==> config.mk <==
export PLATFORM = sky130hd
export DESIGN_NAME = tba_table
export DESIGN_NICKNAME = d
export VERILOG_FILES = /design/src/sv/track_box_association_defines.svh /design/src/sv/tba_pkg.sv /design/src/sv/tba_table.sv
export SDC_FILE = /design/constraint.sdc
export NUM_CORES = 2
export LEC_CHECK = 0
export BUFFER_PORTS_ARGS = -buffer_cell sky130_fd_sc_hd__buf_2
export CORE_MARGIN = 3
export CORE_UTILIZATION = 30
export CTS_CLUSTER_DIAMETER = 50
export CTS_CLUSTER_SIZE = 24
export DETAILED_ROUTE_END_ITERATION = 10
export GPL_ROUTABILITY_DRIVEN = 0
export HOLD_SLACK_MARGIN = 0.12
export PLACE_DENSITY_LB_ADDON = 0.12
export SLEW_MARGIN = 0
export SYNTH_ARGS = -nofsm -noshare
export SYNTH_HDL_FRONTEND = slang
export SYNTH_SLANG_ARGS = --single-unit
==> constraint.sdc <==
create_clock -name clk_i -period 3.45 [get_ports clk_i]
set_input_delay 0.69 -clock clk_i [delete_from_list [all_inputs] [get_ports clk_i]]
set_output_delay 0.69 -clock clk_i [all_outputs]
set_load 0.005 [all_outputs]
==> src/sv/track_box_association_defines.svh <==
// Assertion helpers included by the top-level RTL file
`ifndef TRACK_BOX_ASSOCIATION_DEFINES_SVH
`define TRACK_BOX_ASSOCIATION_DEFINES_SVH

// Same-cycle implication, off during reset
`define TBA_ASSERT_IMPLY(lbl, clk, rstn, a, b) \
  lbl: assert property (@(posedge clk) disable iff (!rstn) (a) |-> (b)) \
    else $error("tba assertion failed");

// Next-cycle implication, off during reset
`define TBA_ASSERT_NEXT(lbl, clk, rstn, a, b) \
  lbl: assert property (@(posedge clk) disable iff (!rstn) (a) |=> (b)) \
    else $error("tba assertion failed");

`endif

==> src/sv/tba_pkg.sv <==
`timescale 1ns / 1ps
package tba_pkg;

  localparam int unsigned MaxTracks = 32;
  localparam int unsigned SlotW     = $clog2(MaxTracks);
  localparam int unsigned CoordW    = 12;
  localparam int unsigned FrameW    = 15;
  localparam int unsigned RatioW    = 16;
  localparam int unsigned AreaW     = 2 * CoordW;
  localparam int unsigned D2W       = 27;
  localparam int unsigned DistW     = 14;
  localparam int unsigned QuoW      = RatioW + 1;
  localparam int unsigned SqrtSteps = (D2W + 1) / 2;
  localparam int unsigned DivSteps  = QuoW;
  localparam int unsigned StepW     = 5;

  localparam logic [RatioW-1:0] NearReset    = 16'd13107;
  localparam logic [RatioW-1:0] OverlapReset = 16'd32768;

  localparam int unsigned CfgIdxW = 8;
  localparam logic [CfgIdxW-1:0] RegNear    = 8'd0;
  localparam logic [CfgIdxW-1:0] RegOverlap = 8'd1;

  localparam logic KindLoad  = 1'b0;
  localparam logic KindQuery = 1'b1;

  typedef struct packed {
    logic [FrameW-1:0] frame;
    logic [CoordW-1:0] h;
    logic [CoordW-1:0] w;
    logic [CoordW-1:0] y;
    logic [CoordW-1:0] x;
  } box_t;

  typedef struct packed {
    logic             en;
    logic [SlotW-1:0] slot;
    logic             valid;
    box_t             box;
  } tbl_wr_t;

  typedef struct packed {
    logic             start;
    logic [D2W-1:0]   d2;
    logic [AreaW-1:0] inter;
    logic [AreaW-1:0] area_box;
    logic [AreaW-1:0] area_det;
  } arith_req_t;

  typedef struct packed {
    logic              done;
    logic [DistW-1:0]  root;
    logic [RatioW-1:0] ov0;
    logic [RatioW-1:0] ov1;
  } arith_rsp_t;

endpackage

==> src/sv/tba_table.sv <==
`timescale 1ns / 1ps
module tba_table (
  input  logic                        clk_i,
  input  logic                        rst_ni,
  input  tba_pkg::tbl_wr_t            wr_i,
  input  logic                        rd_en_i,
  input  logic [tba_pkg::SlotW-1:0]   rd_addr_i,
  output tba_pkg::box_t               rd_box_o,
  output logic                        rd_valid_o
);

  tba_pkg::box_t                     mem [tba_pkg::MaxTracks];
  logic [tba_pkg::MaxTracks-1:0]     vld_q;
  tba_pkg::box_t                     rd_box_q;
  logic                              rd_valid_q;

  // Write box data for a stored entry and register the read data
  always_ff @(posedge clk_i) begin
    if (wr_i.en && wr_i.valid) begin
      mem[wr_i.slot] <= wr_i.box;
    end
    if (rd_en_i) begin
      rd_box_q <= mem[rd_addr_i];
    end
  end

  // Track valid bits, cleared at reset
  always_ff @(posedge clk_i or negedge rst_ni) begin
    if (!rst_ni) begin
      vld_q      <= '0;
      rd_valid_q <= 1'b0;
    end else begin
      if (wr_i.en) begin
        vld_q[wr_i.slot] <= wr_i.valid;
      end
      if (rd_en_i) begin
        rd_valid_q <= vld_q[rd_addr_i];
      end
    end
  end

  assign rd_box_o   = rd_box_q;
  assign rd_valid_o = rd_valid_q;

endmodule

* Yosys cells after proc, flatten, opt, wreduce, memory -nomap -nowiden
Memory sizes are Yosys's and may differ from the RTL's. A register that Yosys moved wholly into a read port is not among the register bits. Cells that the tools add are included.
Operators by class: order comparisons 3, mux-type cells 7, reduce and logical (&&, ||, !) cells 2
Operators with widths (count):
- bitwise mux 32 bit | 1
- less-than comparator 5 x 6 -> 1 bit (second input constant) | 2
- binary-select mux 1 bit (select 5 bit) | 1
- demux 1 bit (select 5 bit) | 1
- greater-or-equal comparator 5 x 1 -> 1 bit (second input constant) | 1
- 2-to-1 mux 1 bit | 4
- logical AND 1 bit | 2
Storage, ports and cells: register bits after elaboration 33, bits in writable memories 2016, output and inout port bits 64, logic and storage cells 15, memories 1
Memories:
- mem | depth 32, bits a word 63, rd ports 1, clocked after memory_dff 1, wr ports 1, line tba_table.sv:12 | tba_pkg::box_t mem [tba_pkg::MaxTracks];

* Depth between registers and ports, before layout
word-level depth 5, gate-level depth with buffers 9

* Worst setup path before layout
OpenSTA, ideal clock, no wires.
path type input to register, from input port wr_i[67] (netlist bit), to memory mem[4][0] (netlist bit), enable pin, setup time 0.486 ns, arrival time 4.016 ns, data required time 2.964 ns, setup slack -1.052 ns, stages on the path 3, cell sequence or3b_2 > clkbuf_1 > nor2_1
RTL lines:
- from (decl) | line tba_table.sv:5 | input tba_pkg::tbl_wr_t wr_i,
- to (decl) | line tba_table.sv:12
No word-level cell before the write port.

* Worst setup path in the final report
from register rd_box_o[14] (netlist name), to output port rd_box_o[14] (netlist bit)
RTL lines:
- to (decl) | line tba_table.sv:8 | output tba_pkg::box_t rd_box_o,
No word-level cell between the ends.

==> impl_metrics.env <==
export IMPL_status="complete, no violations"
export IMPL_period_needed_ps=2356
export IMPL_drv_cap=0
export IMPL_synth_cell_types=35
export IMPL_synth_top_family_by_area="multiplexers"
export IMPL_postRouteAntennaNets=0
export IMPL_root_buffer="clkbuf_16"
export IMPL_synth_top_cell_area_share=0.7815
export IMPL_io_buffers=141
export IMPL_rows=188
export IMPL_pwr_share_comb=0.045
export IMPL_postCtsSetupRepairBufs=0
export IMPL_multiInputGateArea_um2=16100
export IMPL_grt_pass1_wl_um=316300
export IMPL_start_util=0.3029
export IMPL_syn_area_um2=79880
export IMPL_min_period_over_period=0.6828
export IMPL_p_sw_mw=12.74
export IMPL_fin_hold_ws_ps=294.6
export IMPL_ys_seq_area_frac=0.7919
export IMPL_max_stage_delay_ps=560
export IMPL_yosysWarnings=0
export IMPL_first_pass_iters=5
export IMPL_tightest_slew_ps=773.5
export IMPL_synth_xor_area_frac=0
export IMPL_r2r_start="mem[3][30]"
export IMPL_die_area_um2=272500
export IMPL_cts_resized=0
export IMPL_hold_viol_final=0
export IMPL_clk_pin_slew_worst_paths_ps=70
export IMPL_swShare=0.2225
export IMPL_grt_pass1_vias=38717
export IMPL_dp_hpwl_um=121700
export IMPL_finClkSkew_ps=46.98
export IMPL_die_h_um=522.0
export IMPL_synth_area_top_cells="edfxtp_1 (78%), mux4_2 (16%), dfrtp_1 (1.0%)"
export IMPL_peakVddDrop_mv=0.4099
export IMPL_drive_gt1_frac=0.3721
export IMPL_areaGrowthSynthToFinish_pct=19.80
export IMPL_cts_made_buffers=244
export IMPL_start_kind="register"
export IMPL_slew_headroom=0.4844
export IMPL_power_leakage_nw=30.00
export IMPL_dr_total_vias=36409
export IMPL_finalSetupViolCount=0
export IMPL_grt_overflow=0
export IMPL_fin_util=0.3629
export IMPL_grt_max_degree=60
export IMPL_internal_power_mw=44.51
export IMPL_critical_path_peak_fanout=1
export IMPL_synthAdderAreaFrac=0
export IMPL_antenna_found_initial=26
export IMPL_final_common_cell="edfxtp_1"
export IMPL_cp_num_buf_inv=1
export IMPL_path_class="reg2out"
export IMPL_hp_start="wr_i[47]"
export IMPL_wl_per_cell_um=30.50
export IMPL_ios=142
export IMPL_p_clk_frac=0.454
export IMPL_worstPathCellList="buf_2"
export IMPL_fp_dieW_um=522.0
export IMPL_slew_violations=0
export IMPL_path_delay_family="flip-flops"
export IMPL_fin_nets=3752
export IMPL_crit_arrival_ps=1670
export IMPL_synth_cells=3244
export IMPL_vias_per_cell=4.920
export IMPL_synth_nets=3322
export IMPL_drc=0
export IMPL_mostFrequentLayoutCells="edfxtp_1 (2079), mux4_2 (585), clkbuf_16 (246)"
export IMPL_fmax_mhz=424.5
export IMPL_num_fill_cells=23945
export IMPL_ys_ff_latch=2112
export IMPL_cts_sinks=2112
export IMPL_cp_slowest_cell="edfxtp_1"
export IMPL_crit_start="rd_box_o[14]"
export IMPL_cts_buffer_depth=4
export IMPL_drt_iter0_drc=2948
export IMPL_grt_use_total=0.1653
export IMPL_drt_wl_total_um=225700
export IMPL_p_per_area_nw_per_um2=598.2
export IMPL_synth_compound_area_frac=0.009476
export IMPL_rsz0062_at_grt="false"
export IMPL_seq_power_share=0.500
export IMPL_cts_tree="done"
export IMPL_crit_path_end_kind="output port"
export IMPL_avgSynthCellArea_um2=24.62
export IMPL_core_area_um2=263700
export IMPL_synth_simple_area_share=0.007158
export IMPL_synthMuxAreaShare=0.1819
export IMPL_seq_area_um2=63260
export IMPL_synth_top_cell_by_area="edfxtp_1"
export IMPL_hold_class="in2reg"
export IMPL_clk_latency_ps=890
export IMPL_worstPathRequired_ps=2760
export IMPL_h_tree_depth=4
-- state kept, by name (all words and copies together) (netlist names) --
name        cells
mem          2016
rd_box_o       63
rd_valid_o      1
vld_q          32
-- power groups by stage --
stage | logic, mW | registers [mW] | clock network, mW
global route | 2.83 | 28.7 | 27.9
global placement | 2.67 | 29.2 | 0
finish | 2.60 | 28.6 | 26.0
floorplan | 1.44 | 29.1 | 0
CTS | 2.69 | 28.7 | 26.8
detailed placement | 2.69 | 29.2 | 0
-- path summary, 6_finish.rpt --
check	to	slack [ps]	cells after the start
max in group asynchronous	vld_q[30]	2490	2
setup / recovery	rd_box_o[14]	1090	1
setup reg to reg	rd_box_o[30]	1470	3
hold / removal	mem[25][47]	290	1
hold reg to reg	vld_q[8]	490	1
min in group asynchronous	vld_q[13]	440	2
-- per-layer routing --
metal,track usage,vias to the layer above,share of wire
met5,0,-,0.00020
li1,-,14981,-
met3,0.02466,334,0.040
met4,0.04173,8,0.023
met2,0.2779,790,0.50
met1,0.2251,20296,0.43
-- per-stage QoR --
stage	setup TNS (ps)	worst slack, ps	std cells	total power [mW]	instance area, µm²
floorplan	-389530	-1031	3244	30.58	79950
global placement	0	353.6	6940	31.88	87490
detailed placement	0	331.0	6940	31.89	87490
CTS	0	1002	7390	58.16	95670
global route	0	1029	7396	59.37	95690
finish	0	1094	7400	57.25	95700
-- kinds of logic after synthesis --
logic type / after synthesis
DFF: 2112
muxes: 714
buffers and inverters: 171
and+or+nand+nor: 132
AOI/OAI and AO/OA: 115
-- cell type report --
type | count | area share
Antenna cell | 10 | 0.0002615
Clock buffer | 269 | 0.06554
Clock inverter | 178 | 0.01968
Inverter | 4 | 0.0002092
Multi-Input combinational cell | 961 | 0.1683
Sequential cell | 2112 | 0.6610
Tap cell | 3515 | 0.04596
Timing Repair Buffer | 351 | 0.03911
-- cells in the mapped netlist --
cell type     n
a21oi_1       1
inv_2         1
nand3_1       3
nor2b_1       1
clkbuf_1     86
and3_1        1
nand4_1       1
buf_2        54
buf_1        17
inv_1         3
o21ai_0      59
nand2b_1      3
o221ai_1     15
a21o_1        2
a22oi_1       7
a221o_1      10
nor2_1       37
o311ai_0      1
nand2_1      70
o22ai_1      11
mux4_2      585
or2_2         4
dfrtp_1      33
nor3b_1       1
nand4b_1      2
or3_1         2
o22a_1        8
buf_4         6
a32o_1        1
mux2i_1      75
edfxtp_1   2079
nand3b_1      5
mux2_2       54
or3b_2        2
buf_6         4
-- timing repair --
item / 4_1_cts / 5_1_grt
hold buffers: 3 / 0
endpoints found under the setup margin: 0 / 0
endpoints found under the hold margin: 40 / 0
Note: power is estimated with default switching activity, not from simulation.
