`src/sv/track_box_association_defines.svh`:
```
// Assertion helpers included by the top-level RTL file
`ifndef TRACK_BOX_ASSOCIATION_DEFINES_SVH
`define TRACK_BOX_ASSOCIATION_DEFINES_SVH

// Same-cycle implication, off during reset
`define TBA_ASSERT_IMPLY(lbl, clk, rstn, a, b) \
  lbl: assert property (@(posedge clk) disable iff (!rstn) (a) |-> (b)) \
    else $error("tba assertion failed");

// Next-cycle implication, off during reset
`define TBA_ASSERT_NEXT(lbl, clk, rstn, a, b) \
  lbl: assert property (@(posedge clk) disable iff (!rstn) (a) |=> (b)) \
    else $error("tba assertion failed");

`endif

```
`src/sv/tba_pkg.sv`:
```
`timescale 1ns / 1ps
package tba_pkg;

  localparam int unsigned MaxTracks = 32;
  localparam int unsigned SlotW     = $clog2(MaxTracks);
  localparam int unsigned CoordW    = 12;
  localparam int unsigned FrameW    = 15;
  localparam int unsigned RatioW    = 16;
  localparam int unsigned AreaW     = 2 * CoordW;
  localparam int unsigned D2W       = 27;
  localparam int unsigned DistW     = 14;
  localparam int unsigned QuoW      = RatioW + 1;
  localparam int unsigned SqrtSteps = (D2W + 1) / 2;
  localparam int unsigned DivSteps  = QuoW;
  localparam int unsigned StepW     = 5;

  localparam logic [RatioW-1:0] NearReset    = 16'd13107;
  localparam logic [RatioW-1:0] OverlapReset = 16'd32768;

  localparam int unsigned CfgIdxW = 8;
  localparam logic [CfgIdxW-1:0] RegNear    = 8'd0;
  localparam logic [CfgIdxW-1:0] RegOverlap = 8'd1;

  localparam logic KindLoad  = 1'b0;
  localparam logic KindQuery = 1'b1;

  typedef struct packed {
    logic [FrameW-1:0] frame;
    logic [CoordW-1:0] h;
    logic [CoordW-1:0] w;
    logic [CoordW-1:0] y;
    logic [CoordW-1:0] x;
  } box_t;

  typedef struct packed {
    logic             en;
    logic [SlotW-1:0] slot;
    logic             valid;
    box_t             box;
  } tbl_wr_t;

  typedef struct packed {
    logic             start;
    logic [D2W-1:0]   d2;
    logic [AreaW-1:0] inter;
    logic [AreaW-1:0] area_box;
    logic [AreaW-1:0] area_det;
  } arith_req_t;

  typedef struct packed {
    logic              done;
    logic [DistW-1:0]  root;
    logic [RatioW-1:0] ov0;
    logic [RatioW-1:0] ov1;
  } arith_rsp_t;

endpackage

```
`src/sv/tba_arith.sv`:
```
`timescale 1ns / 1ps
module tba_arith (
  input  logic                clk_i,
  input  logic                rst_ni,
  input  tba_pkg::arith_req_t req_i,
  output tba_pkg::arith_rsp_t rsp_o
);

  localparam int unsigned RemW = tba_pkg::AreaW;

  logic                          busy_q;
  logic [tba_pkg::StepW-1:0]     step_q;
  logic [tba_pkg::D2W-1:0]       v_q, res_q, bit_q;
  logic [RemW-1:0]               rem0_q, rem1_q;
  logic [RemW-1:0]               den0_q, den1_q;
  logic [tba_pkg::QuoW-1:0]      quo0_q, quo1_q;
  logic                          done_q;

  logic [tba_pkg::D2W:0]         sq_try;
  logic [RemW:0]                 t0, t1;

  // One root bit per step while the probe bit is nonzero
  assign sq_try = {1'b0, res_q} + {1'b0, bit_q};

  // Shift the partial remainder, except on the first step
  assign t0 = (step_q == '0) ? {1'b0, rem0_q} : {rem0_q, 1'b0};
  assign t1 = (step_q == '0) ? {1'b0, rem1_q} : {rem1_q, 1'b0};

  always_ff @(posedge clk_i or negedge rst_ni) begin
    if (!rst_ni) begin
      busy_q <= 1'b0;
      step_q <= '0;
      done_q <= 1'b0;
    end else begin
      done_q <= 1'b0;
      if (req_i.start) begin
        busy_q <= 1'b1;
        step_q <= '0;
      end else if (busy_q) begin
        if (step_q == tba_pkg::StepW'(tba_pkg::DivSteps - 1)) begin
          busy_q <= 1'b0;
          done_q <= 1'b1;
        end
        step_q <= step_q + 1'b1;
      end
    end
  end

  // Square root and both ratio divisions advance together
  always_ff @(posedge clk_i) begin
    if (req_i.start) begin
      v_q    <= req_i.d2;
      res_q  <= '0;
      bit_q  <= tba_pkg::D2W'(1) << (2 * (tba_pkg::SqrtSteps - 1));
      rem0_q <= req_i.inter;
      rem1_q <= req_i.inter;
      den0_q <= req_i.area_box;
      den1_q <= req_i.area_det;
      quo0_q <= '0;
      quo1_q <= '0;
    end else if (busy_q) begin
      if (bit_q != '0) begin
        if ({1'b0, v_q} >= sq_try) begin
          v_q   <= v_q - sq_try[tba_pkg::D2W-1:0];
          res_q <= (res_q >> 1) + bit_q;
        end else begin
          res_q <= res_q >> 1;
        end
        bit_q <= bit_q >> 2;
      end
      if (t0 >= {1'b0, den0_q}) begin
        rem0_q <= RemW'(t0 - {1'b0, den0_q});
        quo0_q <= {quo0_q[tba_pkg::QuoW-2:0], 1'b1};
      end else begin
        rem0_q <= t0[RemW-1:0];
        quo0_q <= {quo0_q[tba_pkg::QuoW-2:0], 1'b0};
      end
      if (t1 >= {1'b0, den1_q}) begin
        rem1_q <= RemW'(t1 - {1'b0, den1_q});
        quo1_q <= {quo1_q[tba_pkg::QuoW-2:0], 1'b1};
      end else begin
        rem1_q <= t1[RemW-1:0];
        quo1_q <= {quo1_q[tba_pkg::QuoW-2:0], 1'b0};
      end
    end
  end

  // Saturate at one and zero out an empty divisor
  always_comb begin
    rsp_o.done = done_q;
    rsp_o.root = res_q[tba_pkg::DistW-1:0];
    if (den0_q == '0) begin
      rsp_o.ov0 = '0;
    end else if (quo0_q[tba_pkg::QuoW-1]) begin
      rsp_o.ov0 = '1;
    end else begin
      rsp_o.ov0 = quo0_q[tba_pkg::RatioW-1:0];
    end
    if (den1_q == '0) begin
      rsp_o.ov1 = '0;
    end else if (quo1_q[tba_pkg::QuoW-1]) begin
      rsp_o.ov1 = '1;
    end else begin
      rsp_o.ov1 = quo1_q[tba_pkg::RatioW-1:0];
    end
  end

endmodule

```
`config.mk`:
```
export PLATFORM = sky130hd
export DESIGN_NAME = tba_arith
export DESIGN_NICKNAME = d
export VERILOG_FILES = /design/src/sv/track_box_association_defines.svh /design/src/sv/tba_pkg.sv /design/src/sv/tba_arith.sv
export SDC_FILE = /design/constraint.sdc
export NUM_CORES = 1
export LEC_CHECK = 0
export BUFFER_PORTS_ARGS = -buffer_cell sky130_fd_sc_hd__buf_2
export CAP_MARGIN = 20
export CORE_ASPECT_RATIO = 0.8
export CORE_MARGIN = 4
export CORE_UTILIZATION = 57
export CTS_CLUSTER_SIZE = 16
export DETAILED_ROUTE_END_ITERATION = 7
export GPL_TIMING_DRIVEN = 1
export HOLD_SLACK_MARGIN = 0.02
export PLACE_DENSITY = 0.76
export SYNTH_ARGS = -nofsm -noshare
export SYNTH_HDL_FRONTEND = slang
export SYNTH_SLANG_ARGS = --single-unit
```
`constraint.sdc`:
```
create_clock -name clk_i -period 9.4 [get_ports clk_i]
set_input_delay 0.94 -clock clk_i [delete_from_list [all_inputs] [get_ports clk_i]]
set_output_delay 0.94 -clock clk_i [all_outputs]
set_load 0.01 [all_outputs]
```
# Word-level counts from Yosys, hierarchy flattened
# Index checks and enable logic that the tools add are counted.
# W data, S select, Z words.
# classes
eq_ne	1
magnitude_cmp	3
n_reduce_logical	9
n_mux	27
add_sub_neg	6
# op_table
op	count
$mux W24	6
$mux W27	5
$mux W16	4
$ge A25 B24 Y1	2
$mux W25	2
$logic_not A24 Y1	2
$sub A24 B24 Y24	2
$add A27 B27 Y28	1
$ge A27 B28 Y1	1
$add A26 B27 Y27	1
$reduce_bool A27 Y1	1
$sub A27 B27 Y27	1
$mux W5	2
$mux W1	8
$reduce_bool A2 Y1	3
$add A5 B1 Y5 const B	1
$eq A5 B5 Y1 const B	1
$logic_not A5 Y1	1
$reduce_and A3 Y1	1
$reduce_and A2 Y1	1
# word_totals
output_inout_bits	47
wordCells	58
input_bits	102
regBits	205

# Longest topological paths before layout
# depth
depth_word	6
ltp_mapped	21
ltp_nobuf	19

# Worst setup path before layout
# OpenSTA, ideal clock, no wires.
# synth_timing
path_type	flip-flop to flip-flop
startpoint	reg bit_q[0] (netlist name)
endpoint	reg v_q[0] (netlist name), enable pin
period_less_slack_ns	6.522
slack_ns	2.878
required_ns	8.951
n_path_buf	2
stages_incl_launch_ff	20
setup_ns	0.449
t_arrival_ns	6.073
cell_sequence	dfxtp_1 ha_1 ha_1 a21o_1 a31o_2 a31o_2 a31oi_1 o21ai_0 a311oi_1 o21ai_0 xnor2_1 ha_1 nand4_1 nor2_1 a21boi_1 nor4b_1 or3_4 buf_6 buf_2 o21ai_0
# synth_between
elab_chain_len	4
word_cells_on_any_way	6
classes_between	add/sub (1); order compare (1); reduce/logical (4)
# synth_rtl
item	line	text
start: declaration	tba_arith.sv:13	logic [tba_pkg::D2W-1:0] v_q, res_q, bit_q;
start signal: assignment	tba_arith.sv:54	bit_q <= tba_pkg::D2W'(1) << (2 * (tba_pkg::SqrtSteps - 1));
start signal: assignment	tba_arith.sv:69	bit_q <= bit_q >> 2;
$add A27 B27 Y28	tba_arith.sv:23	assign sq_try = {1'b0, res_q} + {1'b0, bit_q};
$ge A27 B28 Y1	tba_arith.sv:63	if ({1'b0, v_q} >= sq_try) begin
$reduce_bool A2 Y1 (no source line)	--	
$reduce_and A3 Y1 (no source line) (*)	--	
end signal: assignment	tba_arith.sv:52	v_q <= req_i.d2;
end signal: assignment	tba_arith.sv:64	v_q <= v_q - sq_try[tba_pkg::D2W-1:0];
end: declaration	tba_arith.sv:13	
# Mark *: on every way between the ends. The rest lies on a longest branch, timed or not.
# A chain may end at the register's enable or synchronous reset.

# Final worst setup path
# layout_timing
startpoint	reg bit_q[0] (netlist name)
endpoint	reg v_q[17] (netlist name), enable pin
# Same word-level chain as after synthesis.

==> flow_summary.json <==
{
  "dieArea_um2": 28500,
  "min_period_ps": 5600,
  "port_buffers": 148,
  "cts_setup_buffers": 0,
  "cts_tree": "yes",
  "fp-row-count": 52,
  "power-per-cell-area_nw_per_um2": 311,
  "vias_per_cell": 6.04,
  "wl_per_cell_um": 18.1,
  "postRouteWirelength_um": 39700,
  "htreeDepth": 1,
  "ctsHoldBuffers": 0,
  "antenna_found_initial": 1,
  "synth_ff_type": "edfxtp_1",
  "p_int_mw": 2.86,
  "netlist_instances": 1763,
  "clkSlewWorstSetupHoldPaths_ps": 60,
  "finalCritPeriodShare_pct": 59.5,
  "drt_iter0_markers": 1343,
  "vias": 13225,
  "p_switching_mw": 2.20,
  "grt_pass1_wl_um": 63300,
  "clockBufferDepth": 3,
  "p_clk_share_pct": 17.6,
  "hold_ws_ps": 223,
  "ys_ff_latch": 205,
  "finalHoldViolations": 0,
  "synth.top_cell.area_share_pct": 25.1,
  "fin_setup_tns_ps": 0,
  "reg2reg_slack_ps": 3800,
  "combPwrFrac_pct": 54.2,
  "hold_path.class": "in2async",
  "drtPass1Iterations": 6,
  "cts_resized": 0,
  "cp.arrival_ps": 5790,
  "synth_area_per_cell_um2": 8.34,
  "p_leak_nw": 7.38,
  "cp_common_cell": "ha_1",
  "insertion_delay_ps": 540,
  "async_reset_ff_share_pct": 3.41,
  "peakVddDrop_mv": 0.170,
  "reg2reg_depth": 19,
  "post_dp_cell_area_um2": 15500,
  "path_cells": "ha_1 > ha_1 > a21o_1 > a31o_2 > a31o_2 > a31oi_1 > o21ai_0 > a311oi_1 > o21ai_0 > xnor2_1 > ha_1 > nand4_1 > nor2_1 > a21boi_1 > nor4b_2 > buf_4 > or3_4 > o21ai_2 > buf_4",
  "setup_viol": 0,
  "synth_edf_count": 123,
  "overflow": 0,
  "path_class": "reg2reg",
  "drive_gt1_share_pct": 12.4,
  "ant_nets": 0,
  "grt_pass1_vias": 12030,
  "cp_max_fo": 27,
  "synth_most_common_cell": "nand2_1",
  "fin_nets": 2059,
  "dp_hpwl_um": 28800,
  "crit_start": "bit_q[0]",
  "synthTopCellsByArea": "edfxtp_1 (25%), dfxtp_1 (10%), ha_1 (9.0%), nand2_1 (7.2%), nor2_1 (5.0%)",
  "core_um2": 25400,
  "r2r-end": "v_q[17]",
  "track_usage_pct": 27.1,
  "crit_slowest_cell": "a311oi_1",
  "place_congestion": 0.941,
  "cp.required_ps": 9600,
  "fin_skew_ps": 11.7,
  "finalMaxSlewViolations": 0,
  "p_sw_share_pct": 43.4,
  "yosys.area.top_type": "edfxtp_1",
  "die_w_um": 188,
  "io-pin-count": 149,
  "crit_path_end_kind": "register",
  "tightest_slew_ps": 1020,
  "crit_path_end": "v_q[17]",
  "die_h_um": 152,
  "ys_types": 78,
  "syn_nets": 1974,
  "max_freq_mhz": 179,
  "cts_made_buffers": 23,
  "yosysSeqAreaShare_pct": 36.5,
  "synth_commonest_cells": "nand2_1 (283), nor2_1 (197), edfxtp_1 (123)",
  "rsz0062_at_grt": "false",
  "synth_area_um2": 14700,
  "status": "finished, final reports clean",
  "start_util_pct": 58.0,
  "drc": 0,
  "cts_root_buffer": "clkbuf_16",
  "ys_warn_count": 0,
  "slew_headroom_pct": 31.7,
  "finalInstanceArea_um2": 16300,
  "grt_max_degree": 74,
  "crit_path_max_incr_delay_ps": 530,
  "areaGrowthSynthToFinish_pct": 10.6,
  "startpoint_type": "register",
  "pwr-share-seq_pct": 28.2,
  "r2r-start": "bit_q[0]",
  "cap_violations": 0,
  "clkSinkCount": 205
}
-- worst min path at each step --
stage | start | end | cells past startpoint
detailed placement | bit_q[0] | bit_q[0] | 2
global placement | quo1_q[0] | quo1_q[0] | 2
CTS | rst_ni | step_q[1] | 1
global route | rst_ni | step_q[1] | 1
floorplan | quo1_q[0] | quo1_q[0] | 2
finish | rst_ni | step_q[1] | 1
-- layout make-up --
cell class,count,area [um2]
clock buffers,33,653
multi-input cells,1376,8590
clock inverters,9,82.6
well taps,324,405
repair buffers,162,863
fillers,2216,9110
inverters,80,300
flip-flops and latches,205,5370
diodes,1,2.50
-- cell families after synthesis --
kind of cell | count (synthesis) | share of synthesized area, %
AND/OR/NAND/NOR | 685 | 20.8
AO/OA/AOI/OAI | 452 | 19.8
flip-flops | 205 | 36.5
buffers and inverters | 182 | 5.25
adder cells (fa/ha/maj) | 109 | 9.42
XOR/XNOR | 84 | 5.00
multiplexers | 46 | 3.14
-- routing by layer --
metal	vias up	GRT usage (%)	share of wire, %
li1	6519	-	-
met5	-	0	0
met4	0	5.14	1.7
met3	46	5.54	10
met2	565	38.0	39
met1	6095	43.1	49
-- critical path, delay by kind of cell (launching register included) --
| kind | cells | cell delay (ps) |
|---|---|---|
| buffers and inverters | 2 | 570 |
| AND/OR/NAND/NOR | 4 | 890 |
| XOR/XNOR | 1 | 200 |
| adder cells (fa/ha/maj) | 3 | 870 |
| flip-flops | 1 | 340 |
| AO/OA/AOI/OAI | 9 | 2360 |
-- cells in the final DEF, fill, tap and decap left out, types with 45 or more instances in the layout --
cell,synthesis,routed
nand2_1,283,282
nor2_1,197,196
buf_2,8,147
edfxtp_1,123,123
a21oi_1,119,119
ha_1,106,106
o21ai_0,88,87
inv_1,80,79
dfxtp_1,75,75
a31oi_1,51,51
xnor2_1,47,47
mux2i_1,45,45
-- flip-flops by register name (all words and copies together), names as in the netlist --
name	cells
den1_q	24
res_q	27
step_q	5
busy_q	1
rem0_q	24
quo1_q	17
done_q	1
quo0_q	17
den0_q	24
v_q	27
rem1_q	24
bit_q	14
-- through the flow --
step                      utilization, %  worst slack (ps)  cells  total power [mW]
after floorplan                        -              2880   1763              3.49
after global placement              61.1              4000   2145              4.02
after detailed placement            61.1              3800   2145              4.08
after CTS                           64.0              3810   2187              5.00
after global routing                64.1              3410   2190              5.44
final                               64.1              3800   2190              5.06
-- power groups by stage --
stage,Clock (mW),Sequential (mW),Combinational (mW)
floorplan,0,1.36,2.12
global placement,0,1.43,2.59
detailed placement,0,1.43,2.65
CTS,0.912,1.42,2.66
global route,0.940,1.45,3.05
finish,0.890,1.43,2.74
No activity file was read; power rests on OpenSTA's default activity.
